===== src/hdl/arp_cache_responder_macros.svh =====
// Assertion helpers used by the engine RTL.
`ifndef ARP_CACHE_RESPONDER_MACROS_SVH
`define ARP_CACHE_RESPONDER_MACROS_SVH

`ifndef SYNTHESIS

// Property must hold at every clock edge outside reset.
`define ARPC_ASSERT_ALWAYS(label, clk, rst, prop, msg) \
   label: assert property (@(posedge clk) disable iff (rst) (prop)) else $error(msg);

// Antecedent in this cycle implies consequent in the next.
`define ARPC_ASSERT_NEXT(label, clk, rst, ante, cons, msg) \
   label: assert property (@(posedge clk) disable iff (rst) (ante) |=> (cons)) else $error(msg);

`else

`define ARPC_ASSERT_ALWAYS(label, clk, rst, prop, msg)
`define ARPC_ASSERT_NEXT(label, clk, rst, ante, cons, msg)

`endif

`endif


===== src/hdl/arpc_pkg.sv =====
`default_nettype none

package arpc_pkg;

   localparam int ENTRIES = 8;
   localparam int IDX_W   = (ENTRIES > 1) ? $clog2(ENTRIES) : 1;
   localparam int CNT_W   = $clog2(ENTRIES + 1);

   localparam logic [7:0]  AGE_LIMIT  = 8'hff;
   localparam logic [15:0] OP_REQUEST = 16'd1;
   localparam logic [15:0] OP_REPLY   = 16'd2;
   localparam logic        MODE_LOOKUP = 1'b0;
   localparam logic        MODE_PACKET = 1'b1;

   // APB address: register index sits above the byte offset
   localparam int   CSR_ADDR_W = 3;
   localparam logic REG_MY_IP  = 1'b0;

   typedef struct packed {
      logic        mode;
      logic [31:0] peer_ip;
      logic [31:0] target_ip;
      logic [47:0] peer_mac;
      logic [15:0] arp_op;
   } req_type;

   typedef struct packed {
      logic        hit;
      logic [47:0] found_mac;
      logic        need_request;
      logic        for_us;
      logic        need_reply;
   } rsp_type;

   typedef struct packed {
      logic [31:0] ip;
      logic [47:0] mac;
      logic [7:0]  age;
   } ent_type;

   localparam int ENT_W = $bits(ent_type);

   typedef struct packed {
      logic             we;
      logic [IDX_W-1:0] waddr;
      ent_type          wdata;
      logic             re;
      logic [IDX_W-1:0] raddr;
   } ram_ctl_type;

endpackage

`default_nettype wire


===== src/hdl/arpc_ram.sv =====
`default_nettype none

module arpc_ram #(
   parameter int WIDTH = 8,
   parameter int DEPTH = 8,
   parameter int ADDR_W = (DEPTH > 1) ? $clog2(DEPTH) : 1
) (
   input  wire logic              clock,
   input  wire logic              we,
   input  wire logic [ADDR_W-1:0] waddr,
   input  wire logic [WIDTH-1:0]  wdata,
   input  wire logic              re,
   input  wire logic [ADDR_W-1:0] raddr,
   output logic      [WIDTH-1:0]  rdata
);

   logic [WIDTH-1:0] mem_ff [DEPTH];
   logic [WIDTH-1:0] rdata_ff;

   always_ff @(posedge clock) begin
      if (we) begin
         mem_ff[waddr] <= wdata;
      end
      if (re) begin
         rdata_ff <= mem_ff[raddr];
      end
   end

   assign rdata = rdata_ff;

endmodule

`default_nettype wire


===== src/hdl/arpc_csr.sv =====
`default_nettype none

module arpc_csr (
   input  wire logic                           clock,
   input  wire logic                           reset,
   input  wire logic                           psel,
   input  wire logic                           penable,
   input  wire logic                           pwrite,
   input  wire logic [arpc_pkg::CSR_ADDR_W-1:0] paddr,
   input  wire logic [31:0]                    pwdata,
   output logic      [31:0]                    prdata,
   output logic                                pready,
   output logic      [31:0]                    my_ip
);

   import arpc_pkg::*;

   logic [31:0] my_ip_ff;
   logic [31:0] my_ip_in;
   logic        wr_hit;

   assign pready = 1'b1;
   assign wr_hit = psel && penable && pwrite && (paddr[2] == REG_MY_IP);

   always_comb begin
      my_ip_in = wr_hit ? pwdata : my_ip_ff;
   end

   always_ff @(posedge clock) begin
      if (reset) begin
         my_ip_ff <= '0;
      end else begin
         my_ip_ff <= my_ip_in;
      end
   end

   assign prdata = (paddr[2] == REG_MY_IP) ? my_ip_ff : 32'd0;
   assign my_ip  = my_ip_ff;

endmodule

`default_nettype wire


===== src/hdl/arpc_engine.sv =====
`default_nettype none

`include "arp_cache_responder_macros.svh"

module arpc_engine (
   input  wire logic                  clock,
   input  wire logic                  reset,
   input  wire logic [31:0]           my_ip,
   input  wire logic                  req_valid,
   output logic                       req_ready,
   input  wire arpc_pkg::req_type     req_data,
   output logic                       rsp_valid,
   input  wire logic                  rsp_ready,
   output arpc_pkg::rsp_type          rsp_data,
   output arpc_pkg::ram_ctl_type      ram_ctl,
   input  wire arpc_pkg::ent_type     ram_rdata
);

   import arpc_pkg::*;

   localparam logic [1:0] ST_IDLE   = 2'd0;
   localparam logic [1:0] ST_SCAN   = 2'd1;
   localparam logic [1:0] ST_FINISH = 2'd2;

   logic [1:0]         state_ff, state_in;
   req_type            req_ff, req_in;
   logic [CNT_W-1:0]   scan_idx_ff, scan_idx_in;
   logic               cmp_vld_ff, cmp_vld_in;
   logic [IDX_W-1:0]   cmp_idx_ff, cmp_idx_in;
   logic               matched_ff, matched_in;
   logic [IDX_W-1:0]   match_idx_ff, match_idx_in;
   logic [47:0]        match_mac_ff, match_mac_in;
   logic [7:0]         least_ff, least_in;
   logic [IDX_W-1:0]   victim_ff, victim_in;
   logic [7:0]         age_top_ff, age_top_in;
   logic [ENTRIES-1:0] ent_vld_ff, ent_vld_in;
   logic [ENTRIES-1:0] age_vld_ff, age_vld_in;
   logic               rsp_valid_ff, rsp_valid_in;
   rsp_type            rsp_ff, rsp_in;

   logic        accept;
   logic        issue;
   logic [31:0] cur_ip;
   logic [47:0] cur_mac;
   logic [7:0]  cur_age;
   logic        for_us;
   logic        learn;
   logic        lookup;
   logic [IDX_W-1:0] slot;
   logic [7:0]  age_next;
   logic        wrap;
   logic        finish_go;

   assign req_ready = (state_ff == ST_IDLE);
   assign accept    = req_valid && req_ready;
   assign issue     = (state_ff == ST_SCAN) && (scan_idx_ff < CNT_W'(ENTRIES));

   // cleared entries read as zero
   assign cur_ip  = ent_vld_ff[cmp_idx_ff] ? ram_rdata.ip  : 32'd0;
   assign cur_mac = ent_vld_ff[cmp_idx_ff] ? ram_rdata.mac : 48'd0;
   assign cur_age = age_vld_ff[cmp_idx_ff] ? ram_rdata.age : 8'd0;

   assign lookup    = (req_ff.mode == MODE_LOOKUP);
   assign for_us    = (req_ff.mode == MODE_PACKET) && (req_ff.target_ip == my_ip);
   assign learn     = for_us && ((req_ff.arp_op == OP_REQUEST) || (req_ff.arp_op == OP_REPLY));
   assign slot      = matched_ff ? match_idx_ff : victim_ff;
   assign age_next  = age_top_ff + 8'd1;
   assign wrap      = (age_next == AGE_LIMIT);
   assign finish_go = (state_ff == ST_FINISH) && (!rsp_valid_ff || rsp_ready);

   always_comb begin
      ram_ctl.we        = finish_go && learn;
      ram_ctl.waddr     = slot;
      ram_ctl.wdata.ip  = req_ff.peer_ip;
      ram_ctl.wdata.mac = req_ff.peer_mac;
      ram_ctl.wdata.age = age_next;
      ram_ctl.re        = accept || issue;
      ram_ctl.raddr     = accept ? IDX_W'(0) : scan_idx_ff[IDX_W-1:0];
   end

   always_comb begin
      state_in     = state_ff;
      req_in       = req_ff;
      scan_idx_in  = scan_idx_ff;
      cmp_vld_in   = 1'b0;
      cmp_idx_in   = cmp_idx_ff;
      matched_in   = matched_ff;
      match_idx_in = match_idx_ff;
      match_mac_in = match_mac_ff;
      least_in     = least_ff;
      victim_in    = victim_ff;
      age_top_in   = age_top_ff;
      ent_vld_in   = ent_vld_ff;
      age_vld_in   = age_vld_ff;
      rsp_valid_in = rsp_valid_ff && !rsp_ready;
      rsp_in       = rsp_ff;

      // compare stage: first IP match wins, victim is lowest index of least age
      if (cmp_vld_ff) begin
         if (!matched_ff && (cur_ip == req_ff.peer_ip)) begin
            matched_in   = 1'b1;
            match_idx_in = cmp_idx_ff;
            match_mac_in = cur_mac;
         end
         if (cur_age < least_ff) begin
            least_in  = cur_age;
            victim_in = cmp_idx_ff;
         end
      end

      unique case (state_ff)
         ST_IDLE: begin
            if (accept) begin
               req_in      = req_data;
               scan_idx_in = CNT_W'(1);
               cmp_vld_in  = 1'b1;
               cmp_idx_in  = IDX_W'(0);
               matched_in  = 1'b0;
               least_in    = AGE_LIMIT;
               victim_in   = IDX_W'(0);
               state_in    = ST_SCAN;
            end
         end
         ST_SCAN: begin
            if (issue) begin
               scan_idx_in = scan_idx_ff + CNT_W'(1);
               cmp_vld_in  = 1'b1;
               cmp_idx_in  = scan_idx_ff[IDX_W-1:0];
            end
            if (cmp_vld_ff && (cmp_idx_ff == IDX_W'(ENTRIES - 1))) begin
               state_in = ST_FINISH;
            end
         end
         ST_FINISH: begin
            if (finish_go) begin
               rsp_valid_in        = 1'b1;
               rsp_in.hit          = lookup && matched_ff;
               rsp_in.found_mac    = (lookup && matched_ff) ? match_mac_ff : 48'd0;
               rsp_in.need_request = lookup && !matched_ff;
               rsp_in.for_us       = for_us;
               rsp_in.need_reply   = for_us && (req_ff.arp_op == OP_REQUEST);
               if (learn) begin
                  ent_vld_in[slot] = 1'b1;
                  if (wrap) begin
                     age_vld_in = '0;
                     age_top_in = 8'd0;
                  end else begin
                     age_vld_in[slot] = 1'b1;
                     age_top_in       = age_next;
                  end
               end
               state_in = ST_IDLE;
            end
         end
         default: begin
            state_in = ST_IDLE;
         end
      endcase
   end

   always_ff @(posedge clock) begin
      if (reset) begin
         state_ff     <= ST_IDLE;
         cmp_vld_ff   <= 1'b0;
         age_top_ff   <= 8'd0;
         ent_vld_ff   <= '0;
         age_vld_ff   <= '0;
         rsp_valid_ff <= 1'b0;
      end else begin
         state_ff     <= state_in;
         cmp_vld_ff   <= cmp_vld_in;
         age_top_ff   <= age_top_in;
         ent_vld_ff   <= ent_vld_in;
         age_vld_ff   <= age_vld_in;
         rsp_valid_ff <= rsp_valid_in;
      end
   end

   always_ff @(posedge clock) begin
      req_ff       <= req_in;
      scan_idx_ff  <= scan_idx_in;
      cmp_idx_ff   <= cmp_idx_in;
      matched_ff   <= matched_in;
      match_idx_ff <= match_idx_in;
      match_mac_ff <= match_mac_in;
      least_ff     <= least_in;
      victim_ff    <= victim_in;
      rsp_ff       <= rsp_in;
   end

   assign rsp_valid = rsp_valid_ff;
   assign rsp_data  = rsp_ff;

   `ARPC_ASSERT_ALWAYS(a_write_in_finish, clock, reset, !ram_ctl.we || (state_ff == ST_FINISH), "table written outside finish")
   `ARPC_ASSERT_ALWAYS(a_age_top_below_limit, clock, reset, age_top_ff != AGE_LIMIT, "age counter holds the limit")
   `ARPC_ASSERT_NEXT(a_accept_starts_scan, clock, reset, accept, cmp_vld_ff && (cmp_idx_ff == IDX_W'(0)), "accepted request did not start scan")
   `ARPC_ASSERT_ALWAYS(a_rsp_from_finish, clock, reset, !$rose(rsp_valid_ff) || $past(state_ff == ST_FINISH), "response raised outside finish")
   `ARPC_ASSERT_ALWAYS(a_no_read_while_write, clock, reset, !(ram_ctl.we && ram_ctl.re), "table read and written together")

endmodule

`default_nettype wire


===== src/hdl/arp_cache_responder.sv =====
// ARP cache responder: an IPv4-to-MAC table with age-based replacement.
// Request channel (req_valid/req_ready/req_data): mode 0 looks up peer_ip and
// answers hit and found_mac, or need_request on a miss. Mode 1 carries a
// received ARP packet; when target_ip equals my_ip it sets for_us, and a
// request or reply refreshes the sender's entry or replaces the least-aged
// one, a request also raising need_reply.
// Response channel (rsp_valid/rsp_ready/rsp_data): exactly one response per
// request, in order.
// Each request scans the table through the single read port of the entry
// memory, one entry a cycle, then writes back; the next request is accepted
// only once the engine is back in idle after raising the response.
// my_ip is written over the APB port at byte address 0; pready is always high.
// Reset empties the table at once through per-entry valid bits and clears the
// age counter and my_ip; no clearing pass is needed.
// A stalled response waits in its output register; the next request is still
// accepted and scanned, and its response holds in finish until the register frees.
`default_nettype none

module arp_cache_responder (
   input  wire logic                            clock,
   input  wire logic                            reset,
   input  wire logic                            req_valid,
   output logic                                 req_ready,
   input  wire arpc_pkg::req_type               req_data,
   output logic                                 rsp_valid,
   input  wire logic                            rsp_ready,
   output arpc_pkg::rsp_type                    rsp_data,
   input  wire logic                            psel,
   input  wire logic                            penable,
   input  wire logic                            pwrite,
   input  wire logic [arpc_pkg::CSR_ADDR_W-1:0] paddr,
   input  wire logic [31:0]                     pwdata,
   output logic      [31:0]                     prdata,
   output logic                                 pready
);

   import arpc_pkg::*;

   logic [31:0]  my_ip;
   ram_ctl_type  ram_ctl;
   logic [ENT_W-1:0] ram_rdata;

   // hold the own address for the packet filter
   arpc_csr u_csr (
      .clock   (clock),
      .reset   (reset),
      .psel    (psel),
      .penable (penable),
      .pwrite  (pwrite),
      .paddr   (paddr),
      .pwdata  (pwdata),
      .prdata  (prdata),
      .pready  (pready),
      .my_ip   (my_ip)
   );

   // entry memory: IP, MAC and age of each entry in one word
   arpc_ram #(
      .WIDTH (ENT_W),
      .DEPTH (ENTRIES)
   ) u_table (
      .clock (clock),
      .we    (ram_ctl.we),
      .waddr (ram_ctl.waddr),
      .wdata (ram_ctl.wdata),
      .re    (ram_ctl.re),
      .raddr (ram_ctl.raddr),
      .rdata (ram_rdata)
   );

   // scan, pick the entry, write back and form the response
   arpc_engine u_engine (
      .clock     (clock),
      .reset     (reset),
      .my_ip     (my_ip),
      .req_valid (req_valid),
      .req_ready (req_ready),
      .req_data  (req_data),
      .rsp_valid (rsp_valid),
      .rsp_ready (rsp_ready),
      .rsp_data  (rsp_data),
      .ram_ctl   (ram_ctl),
      .ram_rdata (ram_rdata)
   );

endmodule

`default_nettype wire

===== config.mk =====
export PLATFORM = sky130hd
export DESIGN_NAME = arp_cache_responder
export DESIGN_NICKNAME = d
export VERILOG_FILES = /design/src/hdl/arpc_pkg.sv /design/src/hdl/arpc_ram.sv /design/src/hdl/arpc_csr.sv /design/src/hdl/arpc_engine.sv /design/src/hdl/arp_cache_responder.sv
export VERILOG_INCLUDE_DIRS = /design/src /design/src/hdl
export SDC_FILE = /design/constraint.sdc
export NUM_CORES = 1
export LEC_CHECK = 0
export ABC_AREA = 0
export BUFFER_PORTS_ARGS = -buffer_cell sky130_fd_sc_hd__buf_4
export CAP_MARGIN = 0
export CELL_PAD_IN_SITES_DETAIL_PLACEMENT = 1
export CELL_PAD_IN_SITES_GLOBAL_PLACEMENT = 2
export CORE_UTILIZATION = 45
export CTS_BUF_LIST = sky130_fd_sc_hd__clkbuf_2
export DETAILED_ROUTE_END_ITERATION = 10
export GPL_TIMING_DRIVEN = 0
export PLACE_DENSITY = 0.89
export SETUP_SLACK_MARGIN = 0.05
export SYNTH_ARGS = -nofsm -noshare
export SYNTH_HDL_FRONTEND = slang
export SYNTH_SLANG_ARGS = --single-unit

===== constraint.sdc =====
create_clock -name clock -period 9.4 [get_ports clock]
set_input_delay 0.94 -clock clock [delete_from_list [all_inputs] [get_ports clock]]
set_output_delay 0.94 -clock clock [all_outputs]
set_load 0.005 [all_outputs]

==> flow_summary.json, run 1 <==
{
  "overflow": 0,
  "via_per_inst": 5.58,
  "cp.arrival_ps": 6030,
  "whs_endpoint": "u_engine.ram_ctl[34]$_DFFE_PP_",
  "worst_slew_pin_slew_ps": 1360,
  "min_from": "req_data[38]",
  "place.gp.congestion": 0.814,
  "synth_top_family_by_area": "simple AND/OR/NAND/NOR gates",
  "ioPinCount": 258,
  "dr.pass1.iters": 5,
  "muxShareOfSynthArea_pct": 2.73,
  "drt_iter0_drc": 2425,
  "ys.flop_type": "edfxtp_1",
  "synth_nets": 3070,
  "final-setup-viol-count": 0,
  "p_per_area_mw_per_mm2": 195,
  "synthXorXnorAreaFrac_pct": 1.15,
  "crit_path_end_kind": "flip-flop",
  "core_mm2": 0.0919,
  "synth_edf_count": 1031,
  "synth_cell_type_count": 65,
  "wl_um": 128000,
  "cp-start-kind": "flip-flop",
  "wire_per_inst_um": 25.0,
  "synth_seq_cells": 1103,
  "clk_latency_ps": 1590,
  "rsz0062_at_grt": "no",
  "clock.fmax_mhz": 204,
  "reg2reg_from": "u_engine.cmp_idx_ff[1]$_SDFFCE_PN0P_",
  "status": "finished clean",
  "drc": 0,
  "drtAntennaViolNets": 0,
  "final_layout_size_suffix_gt1_share_pct": 22.0,
  "drv_slew": 0,
  "die_w_um": 307,
  "max-vdd-ir-drop_mv": 0.120,
  "yosys.area.top_type_share_pct": 73.8,
  "fin_util_pct": 55.4,
  "synth_compound_area_share_pct": 5.29,
  "final_cell_mix": "edfxtp_1 (1031), nand2_1 (444), clkbuf_2 (424)",
  "synth_top_area_cell": "edfxtp_1",
  "rr_worst_depth": 12,
  "syn-mean-instance-area_um2": 14.5,
  "synthSimpleGateAreaFrac_pct": 11.6,
  "clock_skew_ps": 224,
  "hp-class": "in -> reg",
  "grt_start_max_net_pins": 83,
  "slew_headroom_pct": 9.45,
  "fillers": 9286,
  "dp_hpwl_um": 76500,
  "vias": 28500,
  "ys_async_sr_fraction_pct": 0,
  "area_delta_synth_final_pct": 21.3,
  "row_count": 111,
  "track_usage_pct": 27.1,
  "slowest_delay_ps": 810,
  "clockBufferDepth": 4,
  "synthAdderAreaFrac_pct": 0.298,
  "ys_seq_area_share_pct": 77.2,
  "worstPathMaxFanout": 10,
  "critical_path_class": "reg -> reg",
  "htreeDepth": 5,
  "ff2ff_setup_slack_ps": 4510,
  "cp_slowest_cell": "nor4_2",
  "grt_pass1_wl_um": 190000,
  "synth_area_leaders": "edfxtp_1 (74%), nand2_1 (4.0%), dfxtp_1 (3.4%), nand3_1 (3.3%), mux2_2 (2.4%)",
  "r2r-end": "u_engine.match_mac_ff[36]$_SDFFCE_PN0P_",
  "post_cts_buffers": 0,
  "leakagePower_nw": 18.1,
  "clk_pin_slew_worst_paths_ps": 110,
  "synth_cells": 2889,
  "antenna_found_initial": 1,
  "postCtsResizedCells": 0,
  "grt_pass1_vias": 31600,
  "hold_depth": 2,
  "postCtsHoldBufs": 200,
  "place.port_buffers": 253,
  "nNetsFinal": 3864,
  "numCtsBuffers": 297,
  "die_height_um": 307,
  "finalSetupTns_ps": 0,
  "cts_tree": "built",
  "final_hold_viol_count": 0,
  "cp.required_ps": 10540,
  "period_needed_ps": 4890,
  "fin_crit_sh_pct": 52.1,
  "maxCapViolCount": 0,
  "path_cells": "buf_6, mux4_2, mux2_4, buf_6, clkbuf_1, nor4_1, o221ai_1, nor4_2, buf_4, buf_6, buf_4, buf_4",
  "syn_area_mm2": 0.0420,
  "start_util_pct": 45.6,
  "cts_sinks": 1103,
  "yosysWarnings": 0,
  "layout_commonest_cell": "edfxtp_1",
  "die_area_mm2": 0.0945,
  "cts_root_buf": "clkbuf_2"
}
[layout make-up]
cell class | instances | area, um2 | area share (%)
Sequential cell | 1103 | 32400 | 63.7
Clock buffer | 424 | 2120 | 4.17
Buffer | 161 | 624 | 1.23
Antenna cell | 2 | 5.00 | 0.00983
Clock inverter | 62 | 435 | 0.855
Timing Repair Buffer | 495 | 4750 | 9.34
Multi-Input combinational cell | 1600 | 8910 | 17.5
Inverter | 25 | 98.8 | 0.194
Tap cell | 1243 | 1560 | 3.06
[registers in the layout (all words and copies together), names as in the netlist, 4 cells and up]
name                   flops
u_engine.ent_vld_ff        8
u_engine.ram_ctl          80
u_table.rdata             88
u_engine.scan_idx_ff       4
u_engine.req_ff           49
u_table.mem_ff           704
u_engine.age_vld_ff        8
u_engine.match_mac_ff     48
u_engine.rsp_data         52
u_csr.my_ip               32
u_engine.least_ff          8
u_engine.age_top_ff        8
[worst max path at each step]
stage / startpoint / endpoint / slack, ps / cells after the start
3_5_place_dp: u_engine.cmp_idx_ff[1]$_SDFFCE_PN0P_ / u_engine.match_mac_ff[30]$_SDFFCE_PN0P_ / 4690 / 12
3_3_place_gp: u_engine.cmp_idx_ff[1]$_SDFFCE_PN0P_ / u_engine.match_mac_ff[11]$_SDFFCE_PN0P_ / -2510 / 8
5_1_grt: u_engine.cmp_idx_ff[1]$_SDFFCE_PN0P_ / u_engine.match_mac_ff[11]$_SDFFCE_PN0P_ / 4510 / 12
6_report: u_engine.cmp_idx_ff[1]$_SDFFCE_PN0P_ / u_engine.match_mac_ff[36]$_SDFFCE_PN0P_ / 4510 / 12
4_1_cts: u_engine.cmp_idx_ff[1]$_SDFFCE_PN0P_ / u_engine.match_mac_ff[36]$_SDFFCE_PN0P_ / 4590 / 12
2_1_floorplan: u_engine.cmp_idx_ff[1]$_SDFFCE_PN0P_ / u_engine.match_idx_ff[0]$_DFFE_PP_ / 1880 / 8
[worst max-delay path, delay by kind of cell, from the launching register on]
kind                   cells  cell delay, ps
AOI/OAI and AO/OA          1             280
buffers and inverters      7            1680
DFF                        1             390
muxes                      2             830
and+or+nand+nor            2            1350
[power by group]
group          leakage [nW]  internal, mW  total (mW)  switching, mW
Combinational          6.20         0.323       0.872          0.549
Clock                  1.97          1.38        3.45           2.07
Sequential             9.89          5.50        5.61          0.111
[through the flow]
stage,hold slack [ps],setup WS (ps),std cells,power [mW],area (um2)
final,161,4510,5115,9.93,50900
after CTS,0.507,4590,5113,9.91,50900
after detailed placement,451,4690,4427,6.50,46300
after global routing,53.8,4510,5115,10.3,50900
after global placement,441,-2510,4385,6.44,45400
after floorplan,435,1880,2889,6.12,42000
[cells in the mapped netlist (all sizes together) (72+ instances only)]
library cell and instances:
edfxtp 1031, nand2 444, nand3 276, a21oi 138
clkbuf 129, nor2 127, and2 107, o21ai 96
mux2 90, o22ai 88, dfxtp 72
[cell families (layout without fill, tap and decap cells)]
kind of cell / after synthesis / in the layout
xor gates and xnor gates: 55 / 55
and+or+nand+nor: 1057 / 1057
muxes: 98 / 98
adders and majority gates: 10 / 10
other: 1 / 3
AOI/OAI and AO/OA: 379 / 379
buffers and inverters: 186 / 1167
DFF: 1103 / 1103
[layer usage]
metal / routed length (um) / part of all wire, % / track usage [%] / vias up
li1: - / - / - / 12400
met3: 8680 / 6.8 / 5.77 / 320
met5: 0 / 0 / 0 / -
met2: 64500 / 50 / 46.5 / 1363
met1: 48700 / 38 / 31.9 / 14500
met4: 5860 / 4.6 / 14.3 / 0
No activity file was read; power rests on OpenSTA's default activity.
==> inputs of run 2 (changes only) <==
clock period = 4.8 ns   (was 9.4 ns; I/O delays follow)
==> flow_summary.json, run 2 (synthesis results as in run 1) <==
{
  "final_layout_size_suffix_gt1_share_pct": 20.8,
  "register_area_mm2": 0.0324,
  "post-place-ws_ps": 371,
  "finalWorstSetupSlack_ps": 313,
  "period_needed_ps": 4490,
  "instances_no_fill": 5308,
  "path_cells": "buf_6, mux4_2, mux2_4, buf_6, clkbuf_1, a21oi_1, o32ai_1, o221ai_1, nor4_4, buf_8, buf_8, buf_8",
  "cts_root_buf": "clkbuf_2",
  "die_w_um": 307,
  "start_util_pct": 45.6,
  "clk_pin_slew_worst_paths_ps": 100,
  "die_area_mm2": 0.0945,
  "cts_sinks": 1103,
  "cp.buffers_inverters": 6,
  "clockBufferDepth": 4,
  "largest_reg_flops": 704,
  "fin_area_mm2": 0.0528,
  "grt_pass1_wl_um": 197000,
  "drv_slew": 0,
  "postCtsResizedCells": 0,
  "cp.arrival_ps": 5580,
  "cts_tree": "built",
  "antenna_found_initial": 2,
  "area_delta_synth_final_pct": 25.9,
  "post_cts_buffers": 0,
  "vias": 29400,
  "critical_path_class": "reg -> reg",
  "fillers": 9236,
  "worstPathMaxFanout": 16,
  "status": "finished clean",
  "hp-class": "in -> reg",
  "crit_path_end_kind": "flip-flop",
  "crit_family": "buffers and inverters",
  "fin_util_pct": 57.4,
  "dp_hpwl_um": 77400,
  "maxCapViolCount": 0,
  "die_height_um": 307,
  "clock.fmax_mhz": 223,
  "overflow": 0,
  "track_usage_pct": 28.1,
  "cp_slowest_cell": "clkbuf_1",
  "p_per_area_mw_per_mm2": 365,
  "slowest_delay_ps": 900,
  "final_hold_viol_count": 0,
  "dp_cells": 4426,
  "multi_input_area_mm2": 0.00892,
  "leakagePower_nw": 18.8,
  "cp-start-kind": "flip-flop",
  "max-vdd-ir-drop_mv": 0.209,
  "place.gp.congestion": 0.822,
  "nNetsFinal": 4051,
  "total_power_mw": 19.3,
  "finalSetupTns_ps": 0,
  "layout_commonest_cell": "edfxtp_1",
  "ioPinCount": 258,
  "clock_skew_ps": 210,
  "htreeDepth": 5,
  "crit_top_cell": "buf_8",
  "cp.required_ps": 5890,
  "wl_um": 132000,
  "drt_iter0_drc": 2463,
  "numCtsBuffers": 292,
  "slew_headroom_pct": 11.5,
  "rsz0062_at_grt": "no",
  "top_register": "u_table.mem_ff",
  "postCtsHoldBufs": 393,
  "core_mm2": 0.0919,
  "dpl-instance-area_mm2": 0.0464,
  "place.port_buffers": 253,
  "grt_pass1_vias": 32700,
  "final_cell_mix": "edfxtp_1 (1031), nand2_1 (444), clkbuf_2 (414)",
  "wire_per_inst_um": 24.9,
  "via_per_inst": 5.54,
  "drtAntennaViolNets": 0,
  "fin_crit_sh_pct": 93.5,
  "final-setup-viol-count": 0,
  "drc": 0,
  "clk_latency_ps": 1540,
  "fin_hold_ws_ps": 182,
  "worst_slew_pin_slew_ps": 1330,
  "grt_start_max_net_pins": 92,
  "dr.pass1.iters": 6,
  "row_count": 111
}
## run 2: changes by cell type in the layout (fill, tap and decap cells not counted), moves of 5 or more
cell           change
inv_2              +5
clkbuf_2          -10
clkinv_1           +7
dlygate4sd3_1    +193
buf_4              -5
## run 2: worst paths after layout
| kind | startpoint | to | slack, ps | cells past startpoint |
|---|---|---|---|---|
| setup / recovery | u_engine.cmp_idx_ff[1]$_SDFFCE_PN0P_ | u_engine.match_mac_ff[15]$_SDFFCE_PN0P_ | 310 | 12 |
| hold / removal | req_valid | u_engine.state_ff[0]$_SDFFE_PP0P_ | 180 | 4 |
| setup reg to reg | u_engine.cmp_idx_ff[1]$_SDFFCE_PN0P_ | u_engine.match_mac_ff[15]$_SDFFCE_PN0P_ | 310 | 12 |
| hold reg to reg | u_engine.match_mac_ff[12]$_SDFFCE_PN0P_ | u_engine.rsp_data[15]$_SDFFCE_PN0P_ | 410 | 1 |
## run 2: final cells by class
type | count | share of cell area [%]
Tap cell | 1243 | 2.95
Multi-Input combinational cell | 1600 | 16.9
Antenna cell | 4 | 0.0190
Inverter | 25 | 0.187
Timing Repair Buffer | 687 | 12.8
Sequential cell | 1103 | 61.4
Clock inverter | 71 | 0.732
Clock buffer | 414 | 3.92
Buffer | 161 | 1.18
## run 2: power by group
| group | internal (mW) | switching [mW] |
|---|---|---|
| Combinational | 0.712 | 1.10 |
| Clock | 2.51 | 3.94 |
| Sequential | 10.8 | 0.227 |
## run 2: tightest hold or removal path: stages
cell and delay, ps:
dlygate4sd3_1 560, buf_4 120, o21bai_1 120, nor3_1 210
## run 2: routing by layer
metal | part of all wire, % | GRT usage (%) | up-vias
met3 | 6.9 | 5.61 | 325
li1 | - | - | 12800
met2 | 52 | 49.3 | 1425
met5 | 0 | 0 | -
met4 | 3.9 | 12.9 | 0
met1 | 38 | 33.2 | 14800
